### config.mk
export PLATFORM = sky130hd
export DESIGN_NAME = tgpr_isqrt
export DESIGN_NICKNAME = d
export VERILOG_FILES = /design/src/rtl/tgpr_isqrt.sv
export SDC_FILE = /design/constraint.sdc
export NUM_CORES = 1
export LEC_CHECK = 0
export ABC_AREA = 1
export BUFFER_PORTS_ARGS = -buffer_cell sky130_fd_sc_hd__buf_4
export CORE_AREA = 2 2 207 362
export DETAILED_ROUTE_END_ITERATION = 12
export DIE_AREA = 0 0 209 364
export PLACE_DENSITY_LB_ADDON = 0.2
export SLEW_MARGIN = 20
export SYNTH_ARGS = -nofsm -noshare
export SYNTH_HDL_FRONTEND = slang
export SYNTH_SLANG_ARGS = --single-unit
### constraint.sdc
create_clock -name clk -period 2.6 [get_ports clk]
set_input_delay 0.26 -clock clk [delete_from_list [all_inputs] [get_ports clk]]
set_output_delay 0.26 -clock clk [all_outputs]
set_load 0.01 [all_outputs]
### src/rtl/tgpr_isqrt.sv
`timescale 1ns / 1ps
// tgpr_isqrt: pipelined floor square root, one result bit per stage, several lanes.
// Depends on nothing beyond the language.
module tgpr_isqrt #(
    parameter int W     = 32,
    parameter int LANES = 1
) (
    input  logic             clk,
    input  logic             rst_n,
    input  logic             en,
    input  logic             in_valid,
    input  logic [W-1:0]     in_rad  [LANES],
    output logic             out_valid,
    output logic [W/2-1:0]   out_root [LANES]
);
    localparam int N = W / 2;

    logic [N-1:0]   v_reg;
    logic [W-1:0]   rad_reg  [N][LANES];
    logic [N+2:0]   rem_reg  [N][LANES];
    logic [N-1:0]   root_reg [N][LANES];

    logic           src_v    [N];
    logic [W-1:0]   src_rad  [N][LANES];
    logic [N+2:0]   src_rem  [N][LANES];
    logic [N-1:0]   src_root [N][LANES];

    logic [W-1:0]   nxt_rad  [N][LANES];
    logic [N+2:0]   nxt_rem  [N][LANES];
    logic [N-1:0]   nxt_root [N][LANES];

    for (genvar s = 0; s < N; s++) begin : g_stage
        if (s == 0) begin : g_first
            assign src_v[s] = in_valid;
            for (genvar l = 0; l < LANES; l++) begin : g_lane
                assign src_rad[s][l]  = in_rad[l];
                assign src_rem[s][l]  = '0;
                assign src_root[s][l] = '0;
            end
        end
        else begin : g_rest
            assign src_v[s] = v_reg[s-1];
            for (genvar l = 0; l < LANES; l++) begin : g_lane
                assign src_rad[s][l]  = rad_reg[s-1][l];
                assign src_rem[s][l]  = rem_reg[s-1][l];
                assign src_root[s][l] = root_reg[s-1][l];
            end
        end

        for (genvar l = 0; l < LANES; l++) begin : g_step
            logic [N+2:0] cur;
            logic [N+2:0] trial;
            logic         ge;
            assign cur   = {src_rem[s][l][N:0], src_rad[s][l][W-1:W-2]};
            assign trial = {1'b0, src_root[s][l], 2'b01};
            assign ge    = (cur >= trial);
            assign nxt_rem[s][l]  = ge ? (cur - trial) : cur;
            assign nxt_root[s][l] = {src_root[s][l][N-2:0], ge};
            assign nxt_rad[s][l]  = {src_rad[s][l][W-3:0], 2'b00};
        end
    end

    always_ff @(posedge clk or negedge rst_n)
    begin
        if (!rst_n)
        begin
            v_reg <= '0;
        end
        else if (en)
        begin
            for (int s = 0; s < N; s++)
            begin
                v_reg[s] <= src_v[s];
            end
        end
    end

    always_ff @(posedge clk)
    begin
        if (en)
        begin
            for (int s = 0; s < N; s++)
            begin
                for (int l = 0; l < LANES; l++)
                begin
                    rad_reg[s][l]  <= nxt_rad[s][l];
                    rem_reg[s][l]  <= nxt_rem[s][l];
                    root_reg[s][l] <= nxt_root[s][l];
                end
            end
        end
    end

    assign out_valid = v_reg[N-1];
    for (genvar l = 0; l < LANES; l++) begin : g_out
        assign out_root[l] = root_reg[N-1][l];
    end
endmodule

Yosys cells after proc, flatten, opt, wreduce, memory -nomap -nowiden
Memories as Yosys holds them, arrays and structs flattened.
Cells that the tools add are included.
{"block": "classes", "n_addsub": 16, "magnitude_cmp": 16, "muxes": 18}
{"cell": "2-to-1 mux 19 bit", "n": 16}
{"cell": ">= comparator 19 x 18 -> 1 bit", "n": 15}
{"cell": "subtractor 19 x 18 -> 19 bit", "n": 15}
{"cell": "subtractor 2 x 1 -> 3 bit (second input constant)", "n": 1}
{"cell": ">= comparator 2 x 1 -> 1 bit (second input constant)", "n": 1}
{"cell": "2-to-1 mux 1 bit", "n": 2}
{"block": "word_totals", "regBits": 16, "input_bits": 36, "mem_count": 3, "out_inout_bits": 17, "mem_bits_rw": 1040}
{"memory": "rad_reg", "words": 16, "word_bits": 30, "rd": 15, "rd_ports_with_merged_regs": 0, "write_ports": 16, "line": "19", "source": "logic [W-1:0] rad_reg [N][LANES];"}
{"memory": "rem_reg", "words": 16, "word_bits": 19, "rd": 15, "rd_ports_with_merged_regs": 0, "write_ports": 16, "line": "20", "source": "logic [N+2:0] rem_reg [N][LANES];"}
{"memory": "root_reg", "words": 16, "word_bits": 16, "rd": 16, "rd_ports_with_merged_regs": 0, "write_ports": 16, "line": "21", "source": "logic [N-1:0] root_reg [N][LANES];"}

Depth between registers and ports, before layout
An unclocked memory read counts as a cell.
{"block": "depth", "word_depth": 3, "depth_mapped": 14, "depth_no_buf": 14}

Worst setup path before layout
Ideal clock, no wire load.
{"block": "synth_timing", "path_kind": "reg-to-reg", "startpoint": "mem rem_reg[1][46] in the netlist's numbering", "endpoint": "mem rem_reg[1][65] in the netlist's numbering (data pin)", "path_buffers": 1, "stages_incl_launch_ff": 11, "setup_time_ps": 254, "period_less_slack_ps": 1905, "arrival_time_ps": 1651, "slack_ps": 695, "path_cell_list": "edfxtp_1 -> ha_1 -> nand2_2 -> inv_1 -> nand2_1 -> nand2_1 -> a21oi_4 -> nand4_4 -> buf_8 -> nand2_2 -> nand2_1"}
{"element": "start: declaration", "line": "20"}

==> results.ini <==
[run_status]
status = finished, final reports clean

[detailed_routing]
post_drt_wl_per_cell_um = 17.8
first_iter_violations = 1052
drtAntennaViolNets = 0
vias = 23098
viasPerCell = 5.00
finalWirelength_um = 82300
drcViolationCount = 0
drtPass1Iterations = 5

[setup_path]
crit_arrival_ns = 2.85
cp-end-kind = flop
required_ns = 3.01
path_class = reg2reg
path_max_fanout = 13
start_kind = flop
r2r_cells = 8

[timing]
max-slew-margin-rel_pct = 52.7
finalHoldViolCount = 0
fin_setup_tns_ns = 0
rsz0062_at_grt = no
drv_slew = 0
whs_ns = 0.333
fin_skew_ns = 0.0263
setup_viol = 0
finalCriticalPeriod_ns = 2.45
worst_pin_slew_ns = 0.708
fmax_mhz = 409
min_period_over_period_pct = 94.1

[cells_and_area]
antennaDiodeCount = 0
final_common_cell = nand2_1
nFillCells = 6785
fin_util_pct = 50.5
nNetsFinal = 3820
drive_gt1_share_pct = 9.05
largest_reg_flops = 240
stdcell_area_um2 = 37100
area_growth_syn_to_layout_pct = 13.3
final_cell_mix = 1085 x nand2_1, 613 x edfxtp_1, 586 x inv_1, 205 x nor2_1, 171 x nand3_1

[floorplanning]
core_um2 = 73500
dieArea_um2 = 76100
die_h_um = 364
die_x_um = 209
num_rows = 132
num_io_pins = 53
start_util_pct = 44.5

[grt]
grt_overflow = 0
first_global_vias = 23763
grt_usage_pct = 21.6
grt_max_degree = 128
antenna_found_initial = 1
grt_pass1_wl_um = 123000

[yosys]
yosysSeqAreaShare_pct = 57.5
synthCells = 3444
yosys_warnings = 0
yosys.cell_types.count = 51
syn_area_um2 = 32700
synth_enable_flop_cells = 613
synth-async-reset-ratio_pct = 2.54
synth_ff_type = edfxtp_1
syn_area_per_cell_um2 = 9.51
synth_seq_cells = 629
syn_nets = 3632

[pwr]
powerDensity_nw_per_um2 = 732
power_leakage_uw = 0.0169
peakVddDrop_mv = 0.636

[clocking]
clock_sinks = 629
clockRootBuffer = clkbuf_16
cts_tree = yes
cts_max_path_buffers = 3
path_clk_slew_ns = 0.07
numCtsBuffers = 58
clk_latency_ns = 0.66
cts_htree_levels = 2
post_cts_buffers = 0

[place]
gp_congestion = 0.967
place_area_um2 = 34800
dp_hpwl_um = 65300
port_buffers = 52

[worst_hold_path]
holdPathStages = 2
min_path_type = in2reg

[flow_run]
drv_cap = 0

area by class of cell:
cell class / instances / area, µm² / share of cell area, %
Clock buffer: 65 / 1500 / 4.04
Clock inverter: 42 / 443 / 1.19
Inverter: 597 / 2240 / 6.04
Multi-Input combinational cell: 2183 / 11400 / 30.8
Sequential cell: 629 / 18800 / 50.7
Tap cell: 938 / 1170 / 3.16
Timing Repair Buffer: 163 / 1510 / 4.08
worst paths after layout:
kind	from	endpoint	slack [ns]
max	rem_reg[1][0]$_DFFE_PP_	rem_reg[1][20]$_DFFE_PP_	0.15
min	in_rad[19]	rad_reg[0][19]$_DFFE_PP_	0.33
max reg2reg	rem_reg[1][0]$_DFFE_PP_	rem_reg[1][20]$_DFFE_PP_	0.15
min reg2reg	rad_reg[0][196]$_DFFE_PP_	rad_reg[0][228]$_DFFE_PP_	0.40
max in group asynchronous	rst_n	v_reg[6]$_DFFE_PN0P_	1.35
min in group asynchronous	rst_n	v_reg[1]$_DFFE_PN0P_	0.80
where the power goes:
group          total, µW  internal (µW)  leakage, µW  switching, µW
clock network       8770           4870     0.000944           3900
registers          13000          12400      0.00607            598
logic               5370           1860      0.00993           3500
synthesized netlist by cell type, types with 3 or more instances:
cell         n  area, µm²
a21o_1       3       22.5
a21oi_1    116        581
a21oi_2      9       78.8
and2_1       4       25.0
and3_1       4       25.0
buf_2       12       60.1
buf_4        5       37.5
buf_6       11        124
clkbuf_1     4       15.0
dfrtp_1     16        400
edfxtp_1   613      18400
ha_1       152       1900
inv_1      586       2200
inv_2       11       41.3
nand2_1   1085       4070
nand2_2     28        175
nand2_4      3       33.8
nand3_1    171        856
nand3_2      5       50.1
nand3_4      5       87.6
nand3b_1    32        240
nand4_1     80        500
nor2_1     205        769
nor2_2      15       93.8
nor2_4      10        113
nor3_1      36        180
nor3_2       9       90.1
o21ai_0     77        385
o21ai_1     10       50.1
o21bai_1     7       52.6
or2_2       11       68.8
xnor2_1     26        228
xor2_1      58        508
logic make-up after synthesis:
family / Yosys count / share of synthesized area (%)
xor+xnor: 84 / 2.25
flops: 629 / 57.5
mux: 2 / 0.0688
buf+inv: 632 / 7.67
compound gates: 232 / 3.84
other cells: 1 / 0.0115
fa+ha+maj: 152 / 5.81
simple gates: 1712 / 22.9
layer usage:
layer | up-vias | routed length, µm | GRT usage, %
li1 | 11635 | - | -
met1 | 10664 | 21400 | 14.1
met2 | 486 | 50500 | 47.8
met3 | 313 | 1860 | 2.33
met4 | 0 | 8530 | 20.0
met5 | - | 0 | 0
what timing repair did:
item / 4_1_cts / 5_1_grt
hold buffers: 38 / 0
endpoints found under the setup margin: 1 / 0
hold endpoints to repair: 59 / 0
resized for setup: 1 / 0
stage by stage:
step	std cells	worst slack, ns	power, µW
floorplan	3444	0.695	16600
global placement	4472	0.0321	18500
detailed placement	4472	0.0114	18500
CTS	4617	0.179	27400
global route	4617	0.0215	28500
finish	4617	0.154	27100
critical path: stages (launching register included):
cell,delay [ns]
edfxtp_1,0.41
ha_1,0.42
nand2_1,0.10
inv_1,0.13
nand4_1,0.30
o21ai_2,0.34
inv_1,0.09
nand2_2,0.28
o21ai_0,0.12
(Power assumes the default switching activity.)
