## src/rtl/tgpr_pkg.sv

```systemverilog
`timescale 1ns / 1ps
// tgpr_pkg: shared constants and types for the TDOA grid-point residual unit.
// No dependencies.
package tgpr_pkg;

    localparam int REG_W     = 48;  // packed position / difference registers
    localparam int LIMIT_W   = 16;  // acceptance limit, unsigned Q8.8
    localparam int POINT_W   = 16;  // input coordinate fields
    localparam int RESID_W   = 16;  // residual output field
    localparam int CFG_IDX_W = 3;

    typedef enum logic [CFG_IDX_W-1:0] {
        REG_SPK_A       = 3'd0,
        REG_SPK_B       = 3'd1,
        REG_SPK_C       = 3'd2,
        REG_SPK_D       = 3'd3,
        REG_MEAS_FIRST  = 3'd4,
        REG_MEAS_SECOND = 3'd5,
        REG_LIMIT       = 3'd6
    } reg_idx_t;

    localparam logic [LIMIT_W-1:0] LIMIT_RESET = 16'd256;  // 1.0 in Q8.8

    localparam int NUM_SPK   = 4;
    localparam int NUM_AXES  = 3;
    localparam int NUM_PAIRS = 6;

    // Pair order AB, BC, AC, AD, BD, CD: first minus second.
    localparam int PAIR_FIRST  [NUM_PAIRS] = '{0, 1, 0, 0, 1, 2};
    localparam int PAIR_SECOND [NUM_PAIRS] = '{1, 2, 2, 3, 3, 3};

    // Error magnitude clamp and the widths that follow from it.
    localparam int ERR_MAG_W = 17;
    localparam logic [ERR_MAG_W-1:0] ERR_CLAMP = 17'h10000;
    localparam int ERR_SQ_W   = 2 * ERR_MAG_W;     // 34
    localparam int SSE_W      = ERR_SQ_W + 4;      // six terms, kept even
    localparam int RES_ROOT_W = SSE_W / 2;         // 19

    localparam logic [RESID_W-1:0] RESID_MAX = 16'hFFFF;

endpackage

```

## src/rtl/tgpr_err.sv

```systemverilog
`timescale 1ns / 1ps
// tgpr_err: six distance differences against measured values, squared and summed.
// Three register stages. Depends on tgpr_pkg.
module tgpr_err #(
    parameter int CB = 16
) (
    input  logic                 clk,
    input  logic                 rst_n,
    input  logic                 en,
    input  logic                 in_valid,
    input  logic [((CB > 31) ? 31 : CB):0] spk_range [tgpr_pkg::NUM_SPK],
    input  logic signed [CB-1:0] meas [tgpr_pkg::NUM_PAIRS],
    output logic                 out_valid,
    output logic [tgpr_pkg::SSE_W-1:0] out_sse
);
    localparam int D_W = ((CB > 31) ? 31 : CB) + 1;
    localparam int EW  = ((CB > D_W + 1) ? CB : D_W + 1) + 1;
    localparam int MW  = (EW > tgpr_pkg::ERR_MAG_W) ? EW : tgpr_pkg::ERR_MAG_W;

    logic signed [D_W:0]     test [tgpr_pkg::NUM_PAIRS];
    logic signed [EW-1:0]    err  [tgpr_pkg::NUM_PAIRS];
    logic [EW-1:0]           mag  [tgpr_pkg::NUM_PAIRS];
    logic [MW-1:0]           mag_w[tgpr_pkg::NUM_PAIRS];

    logic [tgpr_pkg::ERR_MAG_W-1:0] mag_reg [tgpr_pkg::NUM_PAIRS];
    logic [tgpr_pkg::ERR_SQ_W-1:0]  sq_reg  [tgpr_pkg::NUM_PAIRS];
    logic [tgpr_pkg::SSE_W-1:0]     sse_reg;
    logic                           v1_reg, v2_reg, v3_reg;

    for (genvar p = 0; p < tgpr_pkg::NUM_PAIRS; p++) begin : g_pair
        assign test[p] = $signed({1'b0, spk_range[tgpr_pkg::PAIR_FIRST[p]]})
                       - $signed({1'b0, spk_range[tgpr_pkg::PAIR_SECOND[p]]});
        assign err[p]   = EW'(meas[p]) - EW'(test[p]);
        assign mag[p]   = err[p][EW-1] ? EW'(-err[p]) : EW'(err[p]);
        assign mag_w[p] = MW'(mag[p]);
    end

    always_ff @(posedge clk or negedge rst_n)
    begin
        if (!rst_n)
        begin
            v1_reg <= 1'b0;
            v2_reg <= 1'b0;
            v3_reg <= 1'b0;
        end
        else if (en)
        begin
            v1_reg <= in_valid;
            v2_reg <= v1_reg;
            v3_reg <= v2_reg;
        end
    end

    always_ff @(posedge clk)
    begin
        if (en)
        begin
            for (int p = 0; p < tgpr_pkg::NUM_PAIRS; p++)
            begin
                // a clamped error already forces saturation and rejection
                mag_reg[p] <= (mag_w[p] > MW'(tgpr_pkg::ERR_CLAMP))
                              ? tgpr_pkg::ERR_CLAMP
                              : tgpr_pkg::ERR_MAG_W'(mag_w[p]);
                sq_reg[p]  <= mag_reg[p] * mag_reg[p];
            end
            sse_reg <= tgpr_pkg::SSE_W'(sq_reg[0]) + tgpr_pkg::SSE_W'(sq_reg[1])
                     + tgpr_pkg::SSE_W'(sq_reg[2]) + tgpr_pkg::SSE_W'(sq_reg[3])
                     + tgpr_pkg::SSE_W'(sq_reg[4]) + tgpr_pkg::SSE_W'(sq_reg[5]);
        end
    end

    assign out_valid = v3_reg;
    assign out_sse   = sse_reg;
endmodule

```

## config.mk

```make
export PLATFORM = sky130hd
export DESIGN_NAME = tgpr_err
export DESIGN_NICKNAME = d
export VERILOG_FILES = /design/src/rtl/tgpr_pkg.sv /design/src/rtl/tgpr_err.sv
export SDC_FILE = /design/constraint.sdc
export NUM_CORES = 2
export LEC_CHECK = 0
export BUFFER_PORTS_ARGS = -buffer_cell sky130_fd_sc_hd__buf_4
export CORE_MARGIN = 2
export CORE_UTILIZATION = 59
export CTS_CLUSTER_SIZE = 10
export DETAILED_ROUTE_END_ITERATION = 8
export PLACE_DENSITY = 0.86
export SLEW_MARGIN = 20
export SYNTH_ARGS = -nofsm -noshare
export SYNTH_HDL_FRONTEND = slang
export SYNTH_SLANG_ARGS = --single-unit
```

## constraint.sdc

```tcl
create_clock -name clk -period 8.9 [get_ports clk]
set_clock_uncertainty 0.1 [all_clocks]
set_input_delay 0.445 -clock clk [delete_from_list [all_inputs] [get_ports clk]]
set_output_delay 0.445 -clock clk [all_outputs]
set_load 0.05 [all_outputs]
```

---- After elaboration in Yosys (flattened, before gate mapping) ----
Memory sizes are Yosys's and may differ from the RTL's.
Cells that the tools add are included.
storage, ports and cells
  bits in registers ....................... 41
  memory bits (writable) .................. 306
  bits of input ports ..................... 168
  output and inout port bits .............. 39
  memories ................................ 2
operators by class
  add/sub/neg operators ................... 23
  $mul .................................... 6
  order comparisons ....................... 6
  multiplexer cells ....................... 14
memories
  name     depth  bits a word  rd ports  clocked after Yosys merged registers in  write ports  RTL line        source
  sq_reg   6      34           6         0                                        6            tgpr_err.sv:26  logic [tgpr_pkg::ERR_SQ_W-1:0] sq_reg [tgpr_pkg::NUM_PAIRS];
  mag_reg  6      17           6         0                                        6            tgpr_err.sv:25  logic [tgpr_pkg::ERR_MAG_W-1:0] mag_reg [tgpr_pkg::NUM_PAIRS];
operators by type and width
  operator                                                                           number
  17-bit by 17-bit multiplier with 34-bit output                                     6
  19-bit by 17-bit greater-than comparator with 1-bit output, second input constant  6
  19-bit 2-to-1 mux                                                                  6
  19-bit negation                                                                    6
  16-bit by 18-bit subtractor with 19-bit output                                     6
  17-bit by 17-bit subtractor with 18-bit output                                     6
  17-bit 2-to-1 mux                                                                  6
  37-bit by 34-bit adder with 38-bit output                                          1
  38-bit by 34-bit adder with 38-bit output                                          1
  36-bit by 34-bit adder with 37-bit output                                          1
  35-bit by 34-bit adder with 36-bit output                                          1
  34-bit by 34-bit adder with 35-bit output                                          1
  1-bit 2-to-1 mux                                                                   2

---- Logic depth before layout (Yosys ltp) ----
  word-level depth ........................ 6
  depth in mapped cells ................... 30
  gate-level depth less buffers ........... 28

---- Worst setup path before layout ----
No wires, ideal clock.
  path kind ............................... register to register
  from .................................... memory mag_reg[3][2] in the netlist's numbering
  to ...................................... memory sq_reg[3][32] in the netlist's numbering, data pin
  library setup time ...................... 0.265 ns
  arrival time ............................ 6.144 ns
  data required time ...................... 8.535 ns
  setup slack ............................. 2.391 ns
  stages on the path, launching flop included .. 25
  path buffers ............................ 2
  period minus slack after synthesis ...... 6.509 ns
  path through ............................ edfxtp_1 > clkbuf_1 > clkbuf_1 > nand2_1 > inv_1 > fa_1 > inv_1 > fa_1 > fa_1 > inv_1 > fa_1 > fa_1 > inv_1 > fa_1 > inv_1 > ha_1 > nand4_1 > a2111oi_0 > o31ai_1 > o21ai_0 > o221ai_1 > o21ai_0 > nor2_1 > o21ai_0 > xor2_1
RTL lines
  what                RTL line
  start: declaration  tgpr_err.sv:25
  end: declaration    tgpr_err.sv:26

==> run_results.csv <==
group,metric,value,unit
clock_tree,hold_buffers,2,
logic_synthesis,ys.flop_type,"edfxtp_1",
sta,rsz0062_at_grt,"false",
worst_setup_path,critPathTopFamily,"adder cells",
logic_synthesis,synthesis.area,77910,µm²
finish,n_fill_cell,10330,
worst_setup_path,crit_arrival,7.83,ns
sta,finalSetupViolations,0,
worst_setup_path,worstPathMaxFanout,17,
clock_tree,cts_max_level,2,
global_routing,antenna_found_initial,18,
drt,num_vias,59070,
finish,largest_reg_flops,198,
clock_tree,numClockSinks,340,
sta,final.min_clock_period,7.551,ns
clock_tree,clock_latency,0.65,ns
floorplanning,die-area,135000,µm²
clock_tree,cts_tree,"done",
logic_synthesis,syn_nets,10820,
floorplanning,die_w,367.4,µm
clock_tree,numCtsBuffers,46,
drt,drc,0,
worst_setup_path,cp_slowest_cell,"edfxtp_1",
drt,routed_via_density,5.706,
logic_synthesis,syn_area_per_cell,9.210,µm²
sta,finalCritPeriodShare,84.84,%
placed_design,io_buffers,205,
drt,ant_nets,0,
finish,fin_nets,10930,
sta,max_freq,0.1324,GHz
sta,hold_violations,0,
sta,relSlewSlack,26.68,%
drt,drtIter0Drc,4676,
worst_setup_path,crit_buf_inv,6,
run,drv_cap,0,
clock_tree,clk_path_buf_depth,3,
sta,worst_pin_slew,1.100,ns
worst_setup_path,path_class,"flop to flop",
global_routing,grt_pass1_vias,62620,
drt,dr.pass1.iters,6,
finish,layout_common_cells,"2,062 x inv_1, 1,284 x fa_1, 905 x ha_1",
global_routing,gr-total-overflow,0,
outcome,status,"complete, no violations",
logic_synthesis,async_flop_share,0.8824,%
worst_setup_path,cpMostUsedCell,"inv_1",
logic_synthesis,ys_warn_count,0,
logic_synthesis,synth_edf_count,337,
finish,area_growth,6.054,%
placed_design,place_hpwl,178.7,mm
floorplanning,core_area,131300,µm²
worst_hold_path,hold_path.class,"input pin to async pin",
finish,register_area,10190,µm²
floorplanning,die_y,367.4,µm
logic_synthesis,seq_area_frac_synth,13.09,%
drt,wl_per_cell,20.20,µm
global_routing,grt_first_pass_wirelength,333.2,mm
logic_synthesis,synthCells,8459,
finish,multi_input_area,59330,µm²
clock_tree,path_clk_slew,0.06,ns
worst_setup_path,worstSetupStartpointType,"flop",
placed_design,gp_congestion,1.001,
drt,wl,209.1,mm
finish,drive_above_1_share,4.747,%
clock_tree,cts.repair.resized,0,
floorplanning,top_level_ports,207,
floorplanning,rows,133,
floorplanning,initial_core_util,59.34,%
finish,final_util,62.93,%
worst_setup_path,endpoint_kind,"flop",
logic_synthesis,synth-seq-cells,340,
logic_synthesis,ys_types,111,
global_routing,grt_max_degree,86,
clock_tree,clock-root-buffer,"clkbuf_16",
sta,worst_hold_slack,0.03034,ns
clock_tree,post_cts_buffers,0,
sta,maxSlewViolCount,0,
worst_setup_path,max_stage_delay,0.75,ns
global_routing,grt_usage,31.54,%
worst_setup_path,worstPathRequired,9.18,ns
finish,final_common_cell,"inv_1",
sta,tns,0,ns
layout make-up:
type	instances	area share (%)
well taps	1755	2.658
flip-flops and latches	340	12.34
clock inverters	21	0.3104
repair buffers	229	2.096
multi-input cells	5891	71.80
diodes	3	0.009086
clock buffers	52	1.420
inverters	2062	9.367
final timing paths:
check	startpoint	depth (start not counted)	slack (ns)	endpoint
max	mag_reg[3][7]	26	1.35	sq_reg[3][32]
min	rst_n	2	0.03	v2_reg
max reg2reg	mag_reg[3][7]	26	1.35	sq_reg[3][32]
min reg2reg	v1_reg	1	0.40	v1_reg
max in group asynchronous	rst_n	2	8.58	v1_reg
min in group clk	en	1	0.18	mag_reg[4][10]
metrics by stage:
stage | instance area [µm²] | worst slack [ns] | std cells
floorplan | 77910 | 2.391 | 8459
global placement | 81160 | 1.530 | 10280
detailed placement | 81160 | 1.412 | 10280
CTS | 82610 | 1.430 | 10350
global route | 82620 | 0.9232 | 10350
finish | 82630 | 1.349 | 10350
worst register-to-register path: stages, from the launching register on:
cell	delay [ns]
edfxtp_1	0.75
and2_1	0.27
inv_1	0.07
fa_1	0.54
inv_1	0.06
fa_1	0.54
inv_1	0.05
fa_1	0.49
inv_1	0.04
ha_1	0.29
fa_1	0.50
inv_1	0.05
fa_1	0.47
inv_1	0.04
ha_1	0.34
a21o_1	0.18
a21o_1	0.17
a21o_1	0.16
a21oi_1	0.18
o211ai_1	0.11
o31ai_1	0.60
o21ai_0	0.31
o221ai_1	0.35
o21ai_0	0.19
nor2_1	0.16
o21ai_0	0.13
xor2_1	0.15
synthesized netlist by cell type (all sizes together), types with 16 or more instances:
library cell | count | area share [%]
nor2b | 95 | 0.77
nor3b | 23 | 0.23
and3 | 37 | 0.30
a21boi | 46 | 0.44
clkbuf | 151 | 0.73
nor2 | 369 | 1.8
a31oi | 39 | 0.31
or3 | 36 | 0.30
nand3 | 107 | 0.71
o2111ai | 18 | 0.20
ha | 905 | 15
and2 | 359 | 2.9
nand4 | 24 | 0.19
o21ai | 240 | 1.6
fa | 1284 | 33
nand2b | 75 | 0.60
o31ai | 16 | 0.16
or2 | 35 | 0.28
xnor2 | 332 | 3.7
o21bai | 35 | 0.34
a21o | 149 | 1.4
mux2i | 16 | 0.21
xor2 | 135 | 1.5
nor3 | 112 | 0.78
nor4 | 19 | 0.17
o21a | 55 | 0.53
inv | 2062 | 9.9
o211ai | 37 | 0.36
nand2 | 704 | 3.4
edfxtp | 337 | 13
a211oi | 25 | 0.27
a21oi | 310 | 2.1
per-layer routing:
layer | GRT usage (%) | share of wire (%)
met2 | 52.67 | 47
met3 | 5.542 | 7.9
met5 | 0 | 0.038
met1 | 39.69 | 39
met4 | 15.29 | 5.7
cell families after synthesis:
family	count (synthesis)	synth area share, %
buffers and inverters	2228	10.78
DFF	340	13.09
AOI/OAI and AO/OA	1142	9.764
and+or+nand+nor	2063	13.18
adders and majority gates	2189	47.53
xor gates and xnor gates	467	5.260
muxes	29	0.3935
other	1	0.004813
Power is left out: the tool's default activity adds up to more than one toggle a clock period on the data nets, which glitch-free logic cannot reach.
